## src/hw/rtl/css_pkg.sv

```systemverilog
`timescale 1ns / 1ps
`default_nettype none
// ----------------------------------------------------------------------------
// css_pkg
// Shared types and constants of the conveyor size sorter.
// ----------------------------------------------------------------------------
package css_pkg;
   typedef enum logic [2:0] {
      MODE_IDLE = 3'd0, MODE_READY = 3'd1, MODE_RUN = 3'd2, MODE_WAIT = 3'd3,
      MODE_SETTLE = 3'd4, MODE_EVAL = 3'd5, MODE_PAUSE = 3'd6, MODE_REPORT = 3'd7
   } mode_type;

   localparam logic [2:0] CMD_TICK   = 3'd0;
   localparam logic [2:0] CMD_CFG    = 3'd1;
   localparam logic [2:0] CMD_START  = 3'd2;
   localparam logic [2:0] CMD_PAUSE  = 3'd3;
   localparam logic [2:0] CMD_RESET  = 3'd4;
   localparam logic [2:0] CMD_IR     = 3'd5;

   localparam logic [2:0] EV_NONE     = 3'd0;
   localparam logic [2:0] EV_SEEN     = 3'd1;
   localparam logic [2:0] EV_LOST     = 3'd2;
   localparam logic [2:0] EV_ACCEPT   = 3'd3;
   localparam logic [2:0] EV_REJECT   = 3'd4;
   localparam logic [2:0] EV_EXPIRED  = 3'd5;
   localparam logic [2:0] EV_REPORT   = 3'd6;

   localparam logic [2:0] REG_QUOTA_S   = 3'd0;
   localparam logic [2:0] REG_QUOTA_M   = 3'd1;
   localparam logic [2:0] REG_QUOTA_L   = 3'd2;
   localparam logic [2:0] REG_LIMIT     = 3'd3;
   localparam logic [2:0] REG_SM_BOUND  = 3'd4;
   localparam logic [2:0] REG_ML_BOUND  = 3'd5;
   localparam logic [2:0] REG_DARK      = 3'd6;
   localparam logic [2:0] REG_TIMEOUT   = 3'd7;

   localparam int BTN_LOCK   = 300;
   localparam int IR_LOCK    = 1200;
   localparam int LAMP_HOLD  = 500;
   localparam int FLASH_HOLD = 200;
   localparam int SECOND_MS  = 1000;
   localparam int BLINK_MS   = 250;
   localparam int SETTLE_MS  = 300;

   // one result word as queued toward the back end
   typedef struct packed {
      logic [2:0]  mode;
      logic        status_lamp;
      logic [1:0]  size_lamp;
      logic        reject_lamp;
      logic [2:0]  event_res;
      logic [1:0]  size_class;
      logic [15:0] accepted_count;
      logic [15:0] rejected_count;
      logic [15:0] lost_count;
      logic [15:0] elapsed_s;
      logic        last;
   } word_type;

   // queue status seen by the front
   typedef struct packed {
      logic room;
      logic empty;
   } qstat_type;
endpackage
`default_nettype wire

```

## src/hw/rtl/css_front.sv

```systemverilog
`timescale 1ns / 1ps
`default_nettype none
// ----------------------------------------------------------------------------
// css_front
// Takes items, runs the sorter state machine, pushes result words.
// A report item pushes three words, the later two while the front is busy and the queue has room.
// ----------------------------------------------------------------------------
module css_front #(
   parameter int COUNT_WIDTH = 16,
   parameter int MS_WIDTH    = 32
) (
   input  wire logic                  clock,
   input  wire logic                  reset,
   input  wire logic                  req_valid,
   output logic                       req_ready,
   input  wire logic [2:0]            req_cmd,
   input  wire logic [11:0]           req_light_sample,
   input  wire logic [11:0]           req_size_sample,
   input  wire logic                  csr_valid,
   input  wire logic [2:0]            csr_index,
   input  wire logic [15:0]           csr_data,
   input  wire css_pkg::qstat_type    qstat,
   output logic                       push,
   output css_pkg::word_type          push_word
);
   localparam logic [COUNT_WIDTH-1:0] CMAX = '1;
   localparam logic [MS_WIDTH-1:0] BTN = MS_WIDTH'(css_pkg::BTN_LOCK);
   localparam logic [MS_WIDTH-1:0] IRL = MS_WIDTH'(css_pkg::IR_LOCK);
   localparam logic [MS_WIDTH-1:0] LHD = MS_WIDTH'(css_pkg::LAMP_HOLD);
   localparam logic [MS_WIDTH-1:0] FHD = MS_WIDTH'(css_pkg::FLASH_HOLD);
   localparam logic [MS_WIDTH-1:0] STL = MS_WIDTH'(css_pkg::SETTLE_MS);
   localparam logic [9:0] SEC_LAST = 10'(css_pkg::SECOND_MS - 1);
   localparam logic [7:0] BLK_LAST = 8'(css_pkg::BLINK_MS - 1);

   logic [15:0] q_s_ff, q_m_ff, q_l_ff, lim_ff, tmo_ff;
   logic [11:0] b1_ff, b2_ff, dark_ff;
   css_pkg::mode_type mode_ff, mode_in;
   logic [MS_WIDTH-1:0] ms_ff, ms_in, ph_ff, ph_in, loff_ff, loff_in;
   logic [MS_WIDTH-1:0] lp_ff [3];
   logic [MS_WIDTH-1:0] lp_in [3];
   logic [MS_WIDTH-1:0] ir_ff, ir_in;
   logic [9:0] sec_ff, sec_in;        // ms_counter mod 1000
   logic [7:0] blk_ff, blk_in;        // ms_counter mod 250
   logic blink_ff, blink_in;          // bit 0 of ms_counter / 250
   logic [15:0] el_ff, el_in;
   logic [COUNT_WIDTH-1:0] acc_ff [3];
   logic [COUNT_WIDTH-1:0] acc_in [3];
   logic [COUNT_WIDTH-1:0] rej_ff [3];
   logic [COUNT_WIDTH-1:0] rej_in [3];
   logic [COUNT_WIDTH-1:0] lost_ff, lost_in;
   logic lact_ff, lact_in, rl_ff, rl_in;
   logic [1:0] sl_ff, sl_in;
   logic [1:0] rep_ff, rep_in;        // report lines still to push after first
   logic busy;
   logic take;
   logic [2:0] ev;
   logic [1:0] cls, c;
   logic [COUNT_WIDTH-1:0] ca, cr;
   logic [15:0] q;
   logic [MS_WIDTH-1:0] msn;
   logic act_n, stat;

   function automatic logic [15:0] clamp(input logic [COUNT_WIDTH-1:0] v);
      logic [31:0] w;
      w = 32'(v);
      return (w > 32'hFFFF) ? 16'hFFFF : w[15:0];
   endfunction

   assign busy = (rep_ff != 2'd0);
   assign req_ready = qstat.room && !busy;
   assign take = req_valid && req_ready;

   always_ff @(posedge clock) begin
      if (reset) begin
         q_s_ff <= '0; q_m_ff <= '0; q_l_ff <= '0; lim_ff <= '0;
         b1_ff <= 12'd1365; b2_ff <= 12'd2730; dark_ff <= 12'd2500;
         tmo_ff <= 16'd3000;
      end else if (csr_valid) begin
         unique case (csr_index)
            css_pkg::REG_QUOTA_S:  q_s_ff <= csr_data;
            css_pkg::REG_QUOTA_M:  q_m_ff <= csr_data;
            css_pkg::REG_QUOTA_L:  q_l_ff <= csr_data;
            css_pkg::REG_LIMIT:    lim_ff <= csr_data;
            css_pkg::REG_SM_BOUND: b1_ff <= csr_data[11:0];
            css_pkg::REG_ML_BOUND: b2_ff <= csr_data[11:0];
            css_pkg::REG_DARK:     dark_ff <= csr_data[11:0];
            css_pkg::REG_TIMEOUT:  tmo_ff <= csr_data;
            default: ;
         endcase
      end
   end

   always_ff @(posedge clock) begin
      if (reset) begin
         mode_ff <= css_pkg::MODE_IDLE;
         ms_ff <= '0; ph_ff <= '0; loff_ff <= '0; ir_ff <= '0;
         for (int i = 0; i < 3; i++) begin
            lp_ff[i] <= '0; acc_ff[i] <= '0; rej_ff[i] <= '0;
         end
         sec_ff <= '0; blk_ff <= '0; blink_ff <= 1'b0; el_ff <= '0;
         lost_ff <= '0; lact_ff <= 1'b0; rl_ff <= 1'b0; sl_ff <= '0;
         rep_ff <= '0;
      end else begin
         mode_ff <= mode_in; ms_ff <= ms_in; ph_ff <= ph_in; loff_ff <= loff_in;
         ir_ff <= ir_in;
         for (int i = 0; i < 3; i++) begin
            lp_ff[i] <= lp_in[i]; acc_ff[i] <= acc_in[i]; rej_ff[i] <= rej_in[i];
         end
         sec_ff <= sec_in; blk_ff <= blk_in; blink_ff <= blink_in; el_ff <= el_in;
         lost_ff <= lost_in; lact_ff <= lact_in; rl_ff <= rl_in; sl_ff <= sl_in;
         rep_ff <= rep_in;
      end
   end

   function automatic logic is_act(input css_pkg::mode_type m);
      return m == css_pkg::MODE_RUN || m == css_pkg::MODE_WAIT ||
             m == css_pkg::MODE_SETTLE;
   endfunction

   always_comb begin
      mode_in = mode_ff; ms_in = ms_ff; ph_in = ph_ff; loff_in = loff_ff;
      ir_in = ir_ff;
      for (int i = 0; i < 3; i++) begin
         lp_in[i] = lp_ff[i]; acc_in[i] = acc_ff[i]; rej_in[i] = rej_ff[i];
      end
      sec_in = sec_ff; blk_in = blk_ff; blink_in = blink_ff; el_in = el_ff;
      lost_in = lost_ff; lact_in = lact_ff; rl_in = rl_ff; sl_in = sl_ff;
      rep_in = rep_ff;
      ev = css_pkg::EV_NONE; cls = '0; ca = '0; cr = '0;
      act_n = 1'b0; stat = 1'b0;
      push = 1'b0;
      msn = ms_ff + 1'b1;
      c = (req_size_sample < b1_ff) ? 2'd0 : (req_size_sample < b2_ff) ? 2'd1 : 2'd2;
      q = (c == 2'd0) ? q_s_ff : (c == 2'd1) ? q_m_ff : q_l_ff;
      push_word = '0;

      if (busy) begin
         // drain remaining report lines; metrics cleared after the last
         push = qstat.room;
         cls = 2'd3 - rep_ff;
         push_word.mode = css_pkg::MODE_IDLE;
         push_word.event_res = css_pkg::EV_REPORT;
         push_word.size_class = cls;
         push_word.accepted_count = clamp(acc_ff[cls]);
         push_word.rejected_count = clamp(rej_ff[cls]);
         push_word.lost_count = clamp(lost_ff);
         push_word.elapsed_s = el_ff;
         push_word.last = (rep_ff == 2'd1);
         if (qstat.room) begin
            rep_in = rep_ff - 2'd1;
            if (rep_ff == 2'd1) begin
               for (int i = 0; i < 3; i++) begin
                  acc_in[i] = '0; rej_in[i] = '0;
               end
               lost_in = '0; el_in = '0; sl_in = '0; rl_in = 1'b0;
            end
         end
      end else if (take) begin
         push = 1'b1;
         priority case (req_cmd)
            css_pkg::CMD_TICK: begin
               ms_in = msn;
               sec_in = (sec_ff == SEC_LAST) ? 10'd0 : sec_ff + 10'd1;
               if (blk_ff == BLK_LAST) begin
                  blk_in = '0; blink_in = ~blink_ff;
               end else begin
                  blk_in = blk_ff + 8'd1;
               end
               // wrap of ms counter breaks mod-1000 alignment; restart the phase counters at zero
               if (msn == '0) begin
                  sec_in = '0; blk_in = '0; blink_in = 1'b0;
               end
               if (is_act(mode_ff) && sec_in == 10'd0 && el_ff != 16'hFFFF)
                  el_in = el_ff + 16'd1;
               if (lact_ff && msn >= loff_ff) begin
                  sl_in = '0; rl_in = 1'b0; lact_in = 1'b0;
               end
               unique case (mode_ff)
                  css_pkg::MODE_RUN: begin
                     if (lim_ff != 16'd0 && el_in >= lim_ff) begin
                        mode_in = css_pkg::MODE_REPORT; ev = css_pkg::EV_EXPIRED;
                     end
                  end
                  css_pkg::MODE_WAIT: begin
                     if (req_light_sample > dark_ff) begin
                        ph_in = msn; mode_in = css_pkg::MODE_SETTLE;
                        ev = css_pkg::EV_SEEN;
                     end else if (MS_WIDTH'(msn - ph_ff) > MS_WIDTH'(tmo_ff)) begin
                        if (lost_ff != CMAX) lost_in = lost_ff + 1'b1;
                        mode_in = css_pkg::MODE_RUN; ev = css_pkg::EV_LOST;
                     end
                  end
                  css_pkg::MODE_SETTLE: begin
                     if (MS_WIDTH'(msn - ph_ff) > STL) mode_in = css_pkg::MODE_EVAL;
                  end
                  css_pkg::MODE_EVAL: begin
                     if (32'(acc_ff[c]) < 32'(q)) begin
                        if (acc_ff[c] != CMAX) acc_in[c] = acc_ff[c] + 1'b1;
                        rl_in = 1'b0; ev = css_pkg::EV_ACCEPT;
                     end else begin
                        if (rej_ff[c] != CMAX) rej_in[c] = rej_ff[c] + 1'b1;
                        rl_in = 1'b1; ev = css_pkg::EV_REJECT;
                     end
                     sl_in = c + 2'd1; loff_in = msn + LHD; lact_in = 1'b1;
                     cls = c; ca = acc_in[c]; cr = rej_in[c];
                     mode_in = css_pkg::MODE_RUN;
                  end
                  css_pkg::MODE_REPORT: begin
                     ev = css_pkg::EV_REPORT; cls = 2'd0;
                     ca = acc_ff[0]; cr = rej_ff[0];
                     rep_in = 2'd2; mode_in = css_pkg::MODE_IDLE;
                  end
                  default: ;
               endcase
            end
            css_pkg::CMD_CFG: begin
               if (mode_ff == css_pkg::MODE_IDLE) mode_in = css_pkg::MODE_READY;
            end
            css_pkg::CMD_START, css_pkg::CMD_PAUSE, css_pkg::CMD_RESET: begin
               if (MS_WIDTH'(ms_ff - lp_ff[req_cmd[1:0] - 2'd2]) > BTN) begin
                  lp_in[req_cmd[1:0] - 2'd2] = ms_ff;
                  if (req_cmd == css_pkg::CMD_START) begin
                     if (mode_ff == css_pkg::MODE_READY) mode_in = css_pkg::MODE_RUN;
                  end else if (req_cmd == css_pkg::CMD_PAUSE) begin
                     if (is_act(mode_ff)) mode_in = css_pkg::MODE_PAUSE;
                     else if (mode_ff == css_pkg::MODE_PAUSE) mode_in = css_pkg::MODE_RUN;
                  end else begin
                     loff_in = ms_ff + FHD; lact_in = 1'b1; sl_in = '0; rl_in = 1'b0;
                     if (mode_ff == css_pkg::MODE_IDLE || mode_ff == css_pkg::MODE_READY) begin
                        for (int i = 0; i < 3; i++) begin
                           acc_in[i] = '0; rej_in[i] = '0;
                        end
                        lost_in = '0; el_in = '0;
                        mode_in = css_pkg::MODE_IDLE;
                     end else begin
                        mode_in = css_pkg::MODE_REPORT;
                     end
                  end
               end
            end
            css_pkg::CMD_IR: begin
               if (MS_WIDTH'(ms_ff - ir_ff) > IRL) begin
                  ir_in = ms_ff;
                  if (mode_ff == css_pkg::MODE_RUN) begin
                     ph_in = ms_ff; mode_in = css_pkg::MODE_WAIT;
                  end
               end
            end
            default: ;
         endcase
         act_n = is_act(mode_in);
         stat = act_n ? 1'b1 : (mode_in == css_pkg::MODE_PAUSE) ? blink_in : 1'b0;
         push_word.mode = mode_in;
         push_word.status_lamp = stat;
         push_word.event_res = ev;
         push_word.size_class = cls;
         push_word.accepted_count = clamp(ca);
         push_word.rejected_count = clamp(cr);
         if (ev == css_pkg::EV_REPORT) begin
            // report lines show the lamps already cleared
            push_word.size_lamp = '0;
            push_word.reject_lamp = 1'b0;
            push_word.lost_count = clamp(lost_ff);
            push_word.elapsed_s = el_in;
            push_word.last = 1'b0;
            sl_in = sl_ff; rl_in = rl_ff; lact_in = lact_ff;
            if (lact_ff && msn >= loff_ff) begin
               // lamps cleared anyway at end of report
               lact_in = 1'b0;
            end
            el_in = el_in;
         end else begin
            push_word.size_lamp = sl_in;
            push_word.reject_lamp = rl_in;
            push_word.lost_count = clamp(lost_in);
            push_word.elapsed_s = el_in;
            push_word.last = 1'b1;
         end
      end
   end

   logic unused_ok;
   assign unused_ok = qstat.empty;
   logic unused_sink;
   assign unused_sink = act_n ^ stat ^ unused_ok;
endmodule
`default_nettype wire

```

## src/hw/rtl/css_queue.sv

```systemverilog
`timescale 1ns / 1ps
`default_nettype none
// ----------------------------------------------------------------------------
// css_queue
// Four-entry word queue between the front and the result port.
// ----------------------------------------------------------------------------
module css_queue (
   input  wire logic                 clock,
   input  wire logic                 reset,
   input  wire logic                 push,
   input  wire css_pkg::word_type    push_word,
   output css_pkg::qstat_type        qstat,
   output logic                      rsp_valid,
   input  wire logic                 rsp_ready,
   output css_pkg::word_type         rsp_word
);
   css_pkg::word_type mem_ff [4];
   logic [1:0] wp_ff, rp_ff;
   logic [2:0] cnt_ff;
   logic pop;

   assign pop = rsp_valid && rsp_ready;
   assign rsp_valid = (cnt_ff != 3'd0);
   assign rsp_word = mem_ff[rp_ff];
   assign qstat.room = (cnt_ff != 3'd4);
   assign qstat.empty = (cnt_ff == 3'd0);

   always_ff @(posedge clock) begin
      if (push) mem_ff[wp_ff] <= push_word;
   end

   always_ff @(posedge clock) begin
      if (reset) begin
         wp_ff <= '0; rp_ff <= '0; cnt_ff <= '0;
      end else begin
         if (push) wp_ff <= wp_ff + 2'd1;
         if (pop) rp_ff <= rp_ff + 2'd1;
         cnt_ff <= cnt_ff + 3'(push) - 3'(pop);
      end
   end
endmodule
`default_nettype wire

```

## src/hw/rtl/conveyor_size_sorter_fsm_core.sv

```systemverilog
`timescale 1ns / 1ps
`default_nettype none
// ----------------------------------------------------------------------------
// conveyor_size_sorter_fsm_core
// Conveyor sorting controller: sorter state machine feeding a result queue.
// ----------------------------------------------------------------------------
// A result word enters the queue when its item is taken, then drains to rsp_.
// One item per cycle when ready; a report busies the front for two more words.
// A full four-word queue holds off req_ready until the port drains.
// Reset (synchronous): mode idle, counters and lamps clear, registers default.
module conveyor_size_sorter_fsm_core #(
   parameter int COUNT_WIDTH = 16,
   parameter int MS_WIDTH    = 32
) (
   input  wire logic        clock,
   input  wire logic        reset,
   input  wire logic        req_valid,
   output logic             req_ready,
   input  wire logic [2:0]  req_cmd,
   input  wire logic [11:0] req_light_sample,
   input  wire logic [11:0] req_size_sample,
   input  wire logic        csr_valid,
   output logic             csr_ready,
   input  wire logic [2:0]  csr_index,
   input  wire logic [15:0] csr_data,
   output logic             rsp_valid,
   input  wire logic        rsp_ready,
   output logic [2:0]       rsp_mode,
   output logic             rsp_status_lamp,
   output logic [1:0]       rsp_size_lamp,
   output logic             rsp_reject_lamp,
   output logic [2:0]       rsp_event_res,
   output logic [1:0]       rsp_size_class,
   output logic [15:0]      rsp_accepted_count,
   output logic [15:0]      rsp_rejected_count,
   output logic [15:0]      rsp_lost_count,
   output logic [15:0]      rsp_elapsed_s,
   output logic             rsp_last
);
   css_pkg::qstat_type qstat;
   css_pkg::word_type  pw, rw;
   logic push;

   assign csr_ready = 1'b1;

   css_front #(.COUNT_WIDTH(COUNT_WIDTH), .MS_WIDTH(MS_WIDTH)) u_front (
      .clock, .reset, .req_valid, .req_ready, .req_cmd, .req_light_sample,
      .req_size_sample, .csr_valid, .csr_index, .csr_data, .qstat,
      .push, .push_word(pw)
   );

   css_queue u_queue (
      .clock, .reset, .push, .push_word(pw), .qstat,
      .rsp_valid, .rsp_ready, .rsp_word(rw)
   );

   assign rsp_mode = rw.mode;
   assign rsp_status_lamp = rw.status_lamp;
   assign rsp_size_lamp = rw.size_lamp;
   assign rsp_reject_lamp = rw.reject_lamp;
   assign rsp_event_res = rw.event_res;
   assign rsp_size_class = rw.size_class;
   assign rsp_accepted_count = rw.accepted_count;
   assign rsp_rejected_count = rw.rejected_count;
   assign rsp_lost_count = rw.lost_count;
   assign rsp_elapsed_s = rw.elapsed_s;
   assign rsp_last = rw.last;
endmodule
`default_nettype wire

```

## config.mk

```make
export PLATFORM = sky130hd
export DESIGN_NAME = conveyor_size_sorter_fsm_core
export DESIGN_NICKNAME = d
export VERILOG_FILES = /design/src/hw/rtl/css_pkg.sv /design/src/hw/rtl/css_front.sv /design/src/hw/rtl/css_queue.sv /design/src/hw/rtl/conveyor_size_sorter_fsm_core.sv
export SDC_FILE = /design/constraint.sdc
export NUM_CORES = 2
export LEC_CHECK = 0
export BUFFER_PORTS_ARGS = -buffer_cell sky130_fd_sc_hd__buf_2
export CORE_MARGIN = 1.5
export CORE_UTILIZATION = 40
export CTS_CLUSTER_DIAMETER = 120
export DETAILED_ROUTE_END_ITERATION = 8
export HOLD_SLACK_MARGIN = 0.02
export MAX_ROUTING_LAYER = met4
export PLACE_DENSITY_LB_ADDON = 0.1
export RECOVER_POWER = 50
export SETUP_SLACK_MARGIN = 0.3
export SLEW_MARGIN = 20
export SYNTH_ARGS = -nofsm -noshare
export SYNTH_HDL_FRONTEND = slang
export SYNTH_SLANG_ARGS = --single-unit
```

## constraint.sdc

```tcl
create_clock -name clock -period 6.7 [get_ports clock]
set_clock_uncertainty 0.1 [all_clocks]
set_input_delay 0.335 -clock clock [delete_from_list [all_inputs] [get_ports clock]]
set_output_delay 0.335 -clock clock [all_outputs]
set_load 0.05 [all_outputs]
```

# After elaboration in Yosys (flattened, before gate mapping)
# Memories as Yosys holds them, arrays and structs flattened. A register that Yosys moved wholly into a read port is not among the register bits.
# Cells that the tools add are included.
dict set report totals {
  reg_bits 311
  elab_cells 361
  n_memories 4
  inputBits 51
  mem_bits_rw 500
}
dict set report op_classes {
  eq_ne 47
  addsub 20
  n_bitwise 13
  reduce_logical 48
  muxes 190
  magnitude_cmp 14
}
# name depth word_bits rd rd_ports_with_merged_regs write_ports line
set mem_list {}
lappend mem_list {u_queue.mem_ff 4 77 1 1 1 css_queue.sv:17} ;# css_pkg::word_type mem_ff [4];
lappend mem_list {u_front.lp_ff 3 32 4 0 3 css_front.sv:39} ;# logic [MS_WIDTH-1:0] lp_ff [3];
lappend mem_list {u_front.acc_ff 3 16 5 0 3 css_front.sv:46} ;# logic [COUNT_WIDTH-1:0] acc_ff [3];
lappend mem_list {u_front.rej_ff 3 16 5 0 3 css_front.sv:48} ;# logic [COUNT_WIDTH-1:0] rej_ff [3];
# op n
set op_table {}
lappend op_table {{2-to-1 mux 48 bit} 30}
lappend op_table {{2-to-1 mux 16 bit} 37}
lappend op_table {{2-to-1 mux 32 bit} 12}
lappend op_table {{2-to-1 mux 96 bit} 4}
lappend op_table {{case mux 48 bit (2 select lines)} 2}
lappend op_table {{case mux 16 bit (2 select lines)} 4}
lappend op_table {{case mux 32 bit (2 select lines)} 2}
lappend op_table {{bitwise mux 48 bit} 2}
lappend op_table {{bitwise mux 96 bit} 1}
lappend op_table {{subtractor 32 bit} 3}
lappend op_table {{2-to-1 mux 77 bit} 1}
lappend op_table {{2-to-1 mux 3 bit} 24}
lappend op_table {{2-to-1 mux 70 bit} 1}
lappend op_table {{adder 16 x 1 -> 16 bit, second input constant} 4}
lappend op_table {{binary-select mux 16 bit (select 2 bit)} 2}
lappend op_table {{demux 32 bit (select 2 bit)} 1}
lappend op_table {{> comparator 32 x 9 -> 1 bit, second input constant} 2}
lappend op_table {{inequality test 16 bit, second input constant} 4}
lappend op_table {{2-to-1 mux 10 bit} 5}
lappend op_table {{2-to-1 mux 2 bit} 22}
lappend op_table {{equality test 3 bit, second input constant} 13}
lappend op_table {{2-to-1 mux 33 bit} 1}
lappend op_table {{adder 32 x 1 -> 32 bit, second input constant} 1}
lappend op_table {{adder 32 x 8 -> 32 bit, second input constant} 1}
lappend op_table {{54 further kinds} 153}

# Depth between registers and ports, before layout
dict set report depth {
  depth_word 26
  depth_mapped 31
  ltp_nobuf 26
}

# Hierarchy
# From an unflattened synthesis, not the netlist that was laid out.
dict set report unflattened {
  hier_cells 5321
  area_unflattened_um2 48378.9
}
# module instances cells_per_inst area_per_inst_um2
set modules_own_cells {}
lappend modules_own_cells {css_front 1 4869 36744.0}
lappend modules_own_cells {css_queue 1 450 11623.6}
lappend modules_own_cells {conveyor_size_sorter_fsm_core 1 2 11.3}

# Least setup slack after synthesis
# No wires, ideal clock.
dict set report synth_timing {
  path_type {input to register}
  startpoint {input req_size_sample[8]}
  endpoint {memory u_queue.mem_ff[0][54] (netlist name), data pin}
  cell_stages 28
  t_arrival_ns 6.073
  path_slack_ns 0.326
  t_required_ns 6.399
  setup_ns 0.201
  cell_sequence {ha_1 > a21o_1 > a21o_1 > a21o_1 > a21oi_1 > o211a_1 > clkbuf_1 > clkbuf_1 > buf_1 > buf_1 > buf_1 > a21oi_1 > a21oi_1 > ha_1 > a21o_1 > a21o_1 > a21o_1 > a21o_1 > a21o_1 > a21o_1 > a221o_1 > a41o_1 > clkbuf_1 > a21oi_1 > buf_2 > nand2_1 > xor2_1 > o21ai_0}
}
# item line
set synth_lines {}
lappend synth_lines {{start, declared} conveyor_size_sorter_fsm_core.sv:21} ;# input wire logic [11:0] req_size_sample,
lappend synth_lines {{end, declared} css_queue.sv:17}

==> flow_summary.toml <==
[yosys]
yosysWarnings = 0
synth_area_um2 = 47510
synth_ff_type = "dfxtp_1"
synth.most_common_cell = "nand2_1"
yosysSeqAreaShare_pct = 40.75
synth_common_cells = "597 x nand2_1, 538 x nor2_1, 505 x dfxtp_1, 429 x a21oi_1, 308 x edfxtp_1"
syn-instance-count = 5242
synthArstFlopShare_pct = 0
synth_nets = 5523
synth_cell_types = 102
yosys.area.top_type_share_pct = 21.28
synth_edf_count = 308
avgSynthCellArea_um2 = 9.062
yosys-top-cells-area = "dfxtp_1 21%, edfxtp_1 19%, ha_1 6.0%"
synth_top_area_cell = "dfxtp_1"
synth-seq-cells = 813

[clock_tree]
insertion_delay_ps = 700
cts_sinks = 813
cts_tree = "built"
cts.clk_slew.worst_paths_ps = 60
cts-root-buf = "clkbuf_16"
cts_buffers = 93
cts-htree-levels = 3
clock_path_buffers = 3

[routing]
drt_wl_total_um = 148000
num_vias = 39290
first_iter_violations = 2958
first_pass_iters = 6
vias_per_cell = 5.677
postRouteAntennaNets = 0
drc = 0
wl_per_cell_um = 21.38

[place]
hpwl_um = 102900
gp_congestion = 0.8956
portBuffers = 129
pre_cts_slack_ps = 283.0
place_inst = 6730

[setup_path]
cp_data_required_time_ps = 6860
critPathKind = "reg2reg"
worstSetupStartpointType = "register"
path_max_fanout = 12
crit_arrival_ps = 6370
crit_path_end_kind = "register"

[pwr]
p_leak_nw = 19.93
vdd_drop_max_uv = 194.5
power_density_nw_per_um2 = 255.2

[sta]
period_share_pct = 92.62
setup_viol = 0
setup_tns_ps = 0
min_period_ps = 6206
fmax_mhz = 161.1
relSlewSlack_pct = -164.8
rsz0062_at_grt = "yes"
slew_viol_final = 531
setup_slack_ps = 494.2
worst_slew_pin_slew_ps = 3971
finalHoldViolations = 0

[floorplanning]
start_util_pct = 40.29
core_area_um2 = 117900
rows = 126
die_h_um = 347.6
ios = 131
die_w_um = 347.6
die-area_um2 = 120800

[global_routing]
grt_pass1_wl_um = 227200
overflow = 0
grt_pass1_vias = 37460
grt_use_total_pct = 24.60
grt_max_degree = 198
antenna_found_initial = 2

[finish]
fin_cells = 6922
final_layout_size_suffix_gt1_share_pct = 10.79
final_nets = 5591
area_delta_synth_final_pct = 12.57

[outcome]
violations = "capacitance limit, slew limit"
outcome = "finished with violations"

[flow_run]
max_cap_viol_count = 14

[min_path]
hp-class = "in2reg"
-- final timing paths --
check / from / to / slack (ps) / cells after the start
setup / recovery: u_front.ms_ff[0] / u_queue.mem_ff[1][6] / 490 / 17
hold / removal: csr_index[2] / u_front.tmo_ff[14] / 170 / 5
setup reg to reg: u_front.ms_ff[0] / u_queue.mem_ff[1][6] / 490 / 17
hold reg to reg: u_front.ph_ff[10] / u_front.ph_ff[10] / 350 / 2
-- state kept, by name (all words and copies together), names as in the netlist, 16 cells and up, named ones only --
signal,count
u_front.ir_ff,32
u_front.lim_ff,16
u_queue.mem_ff,308
u_front.tmo_ff,16
u_front.q_m_ff,16
u_front.lost_ff,16
u_front.ms_ff,32
u_front.rej_ff,48
u_front.q_l_ff,16
u_front.lp_ff,96
u_front.ph_ff,32
u_front.el_ff,16
u_front.q_s_ff,16
u_front.acc_ff,48
u_front.loff_ff,32
-- per-stage QoR --
| step | cell area, um2 | util [%] | hold WS [ps] | power [W] |
|---|---|---|---|---|
| CTS | 53420 | 45.30 | 124.1 | 0.01383 |
| global placement | 50100 | 42.48 | 341.6 | 0.008524 |
| global route | 53480 | 45.35 | 211.4 | 0.01418 |
| finish | 53480 | 45.35 | 167.4 | 0.01365 |
| floorplan | 47510 | - | 331.9 | 0.007691 |
| detailed placement | 50100 | 42.48 | 345.0 | 0.008531 |
-- cell families (layout without fill, tap and decap cells) --
group	after synthesis	in the layout	share of synthesized area (%)
other	1	2	0.007894
multiplexers	344	344	9.318
flip-flops	813	813	40.75
adder cells (fa/ha/maj)	230	230	6.121
AO/OA/AOI/OAI	1299	1299	17.72
buffers and inverters	594	737	4.870
XOR/XNOR	232	232	4.325
AND/OR/NAND/NOR	1729	1729	16.89
-- worst max-delay path: stages (launching register included) --
cell	delay, ps
dfxtp_1	400
buf_4	250
inv_1	140
ha_1	250
fa_1	410
nand2b_1	200
a21oi_1	250
o21ai_0	270
a31oi_1	230
clkbuf_1	310
mux2i_1	310
a311oi_1	80
nand4_1	270
nor3_2	140
o21ai_1	800
nand2_1	390
a21boi_1	630
o22ai_1	340
-- area by class of cell --
class / count / area (um2)
clock buffers: 123 / 2540
well taps: 1536 / 1922
fillers: 11470 / 64450
diodes: 1 / 2.502
clock inverters: 47 / 604.3
flip-flops and latches: 813 / 19370
multi-input cells: 3835 / 26050
repair buffers: 311 / 2036
inverters: 256 / 960.9
-- placed cells by master (no fill, tap or decap), drive strengths merged, types with 40 or more instances in the layout --
| cell type | instances |
|---|---|
| dfxtp | 505 |
| and3 | 42 |
| a21o | 86 |
| nand4 | 82 |
| ha | 226 |
| o21ai | 243 |
| inv | 260 |
| a31oi | 42 |
| nand3 | 116 |
| a211oi | 107 |
| edfxtp | 308 |
| nor3 | 77 |
| a22o | 57 |
| nor4 | 40 |
| nor2 | 538 |
| mux2i | 251 |
| clkbuf | 211 |
| mux4 | 77 |
| xor2 | 88 |
| nand2 | 597 |
| a21oi | 430 |
| xnor2 | 143 |
| buf | 206 |
-- routing by layer --
metal  track usage, %  part of all wire, %
met4            7.263                  2.8
met3            2.511                  4.9
met2            38.12                   45
met5                -                    0
met1            33.97                   47
-- report_power, final --
group	internal, W	total, W	switching [W]
clock	0.00307	0.00525	0.00218
sequential	0.00542	0.00557	0.000150
combinational	0.000845	0.00283	0.00199
-- timing repair --
item                                   4_1_cts  5_1_grt
endpoints found under the hold margin      159        0
gates resized for setup                      2       33
hold buffers                                17        0
setup buffers                                0        4
setup endpoints to repair                    8      127
pin swaps                                    1        5
cloned                                       0        0
Power figures use the tool's default switching activity.
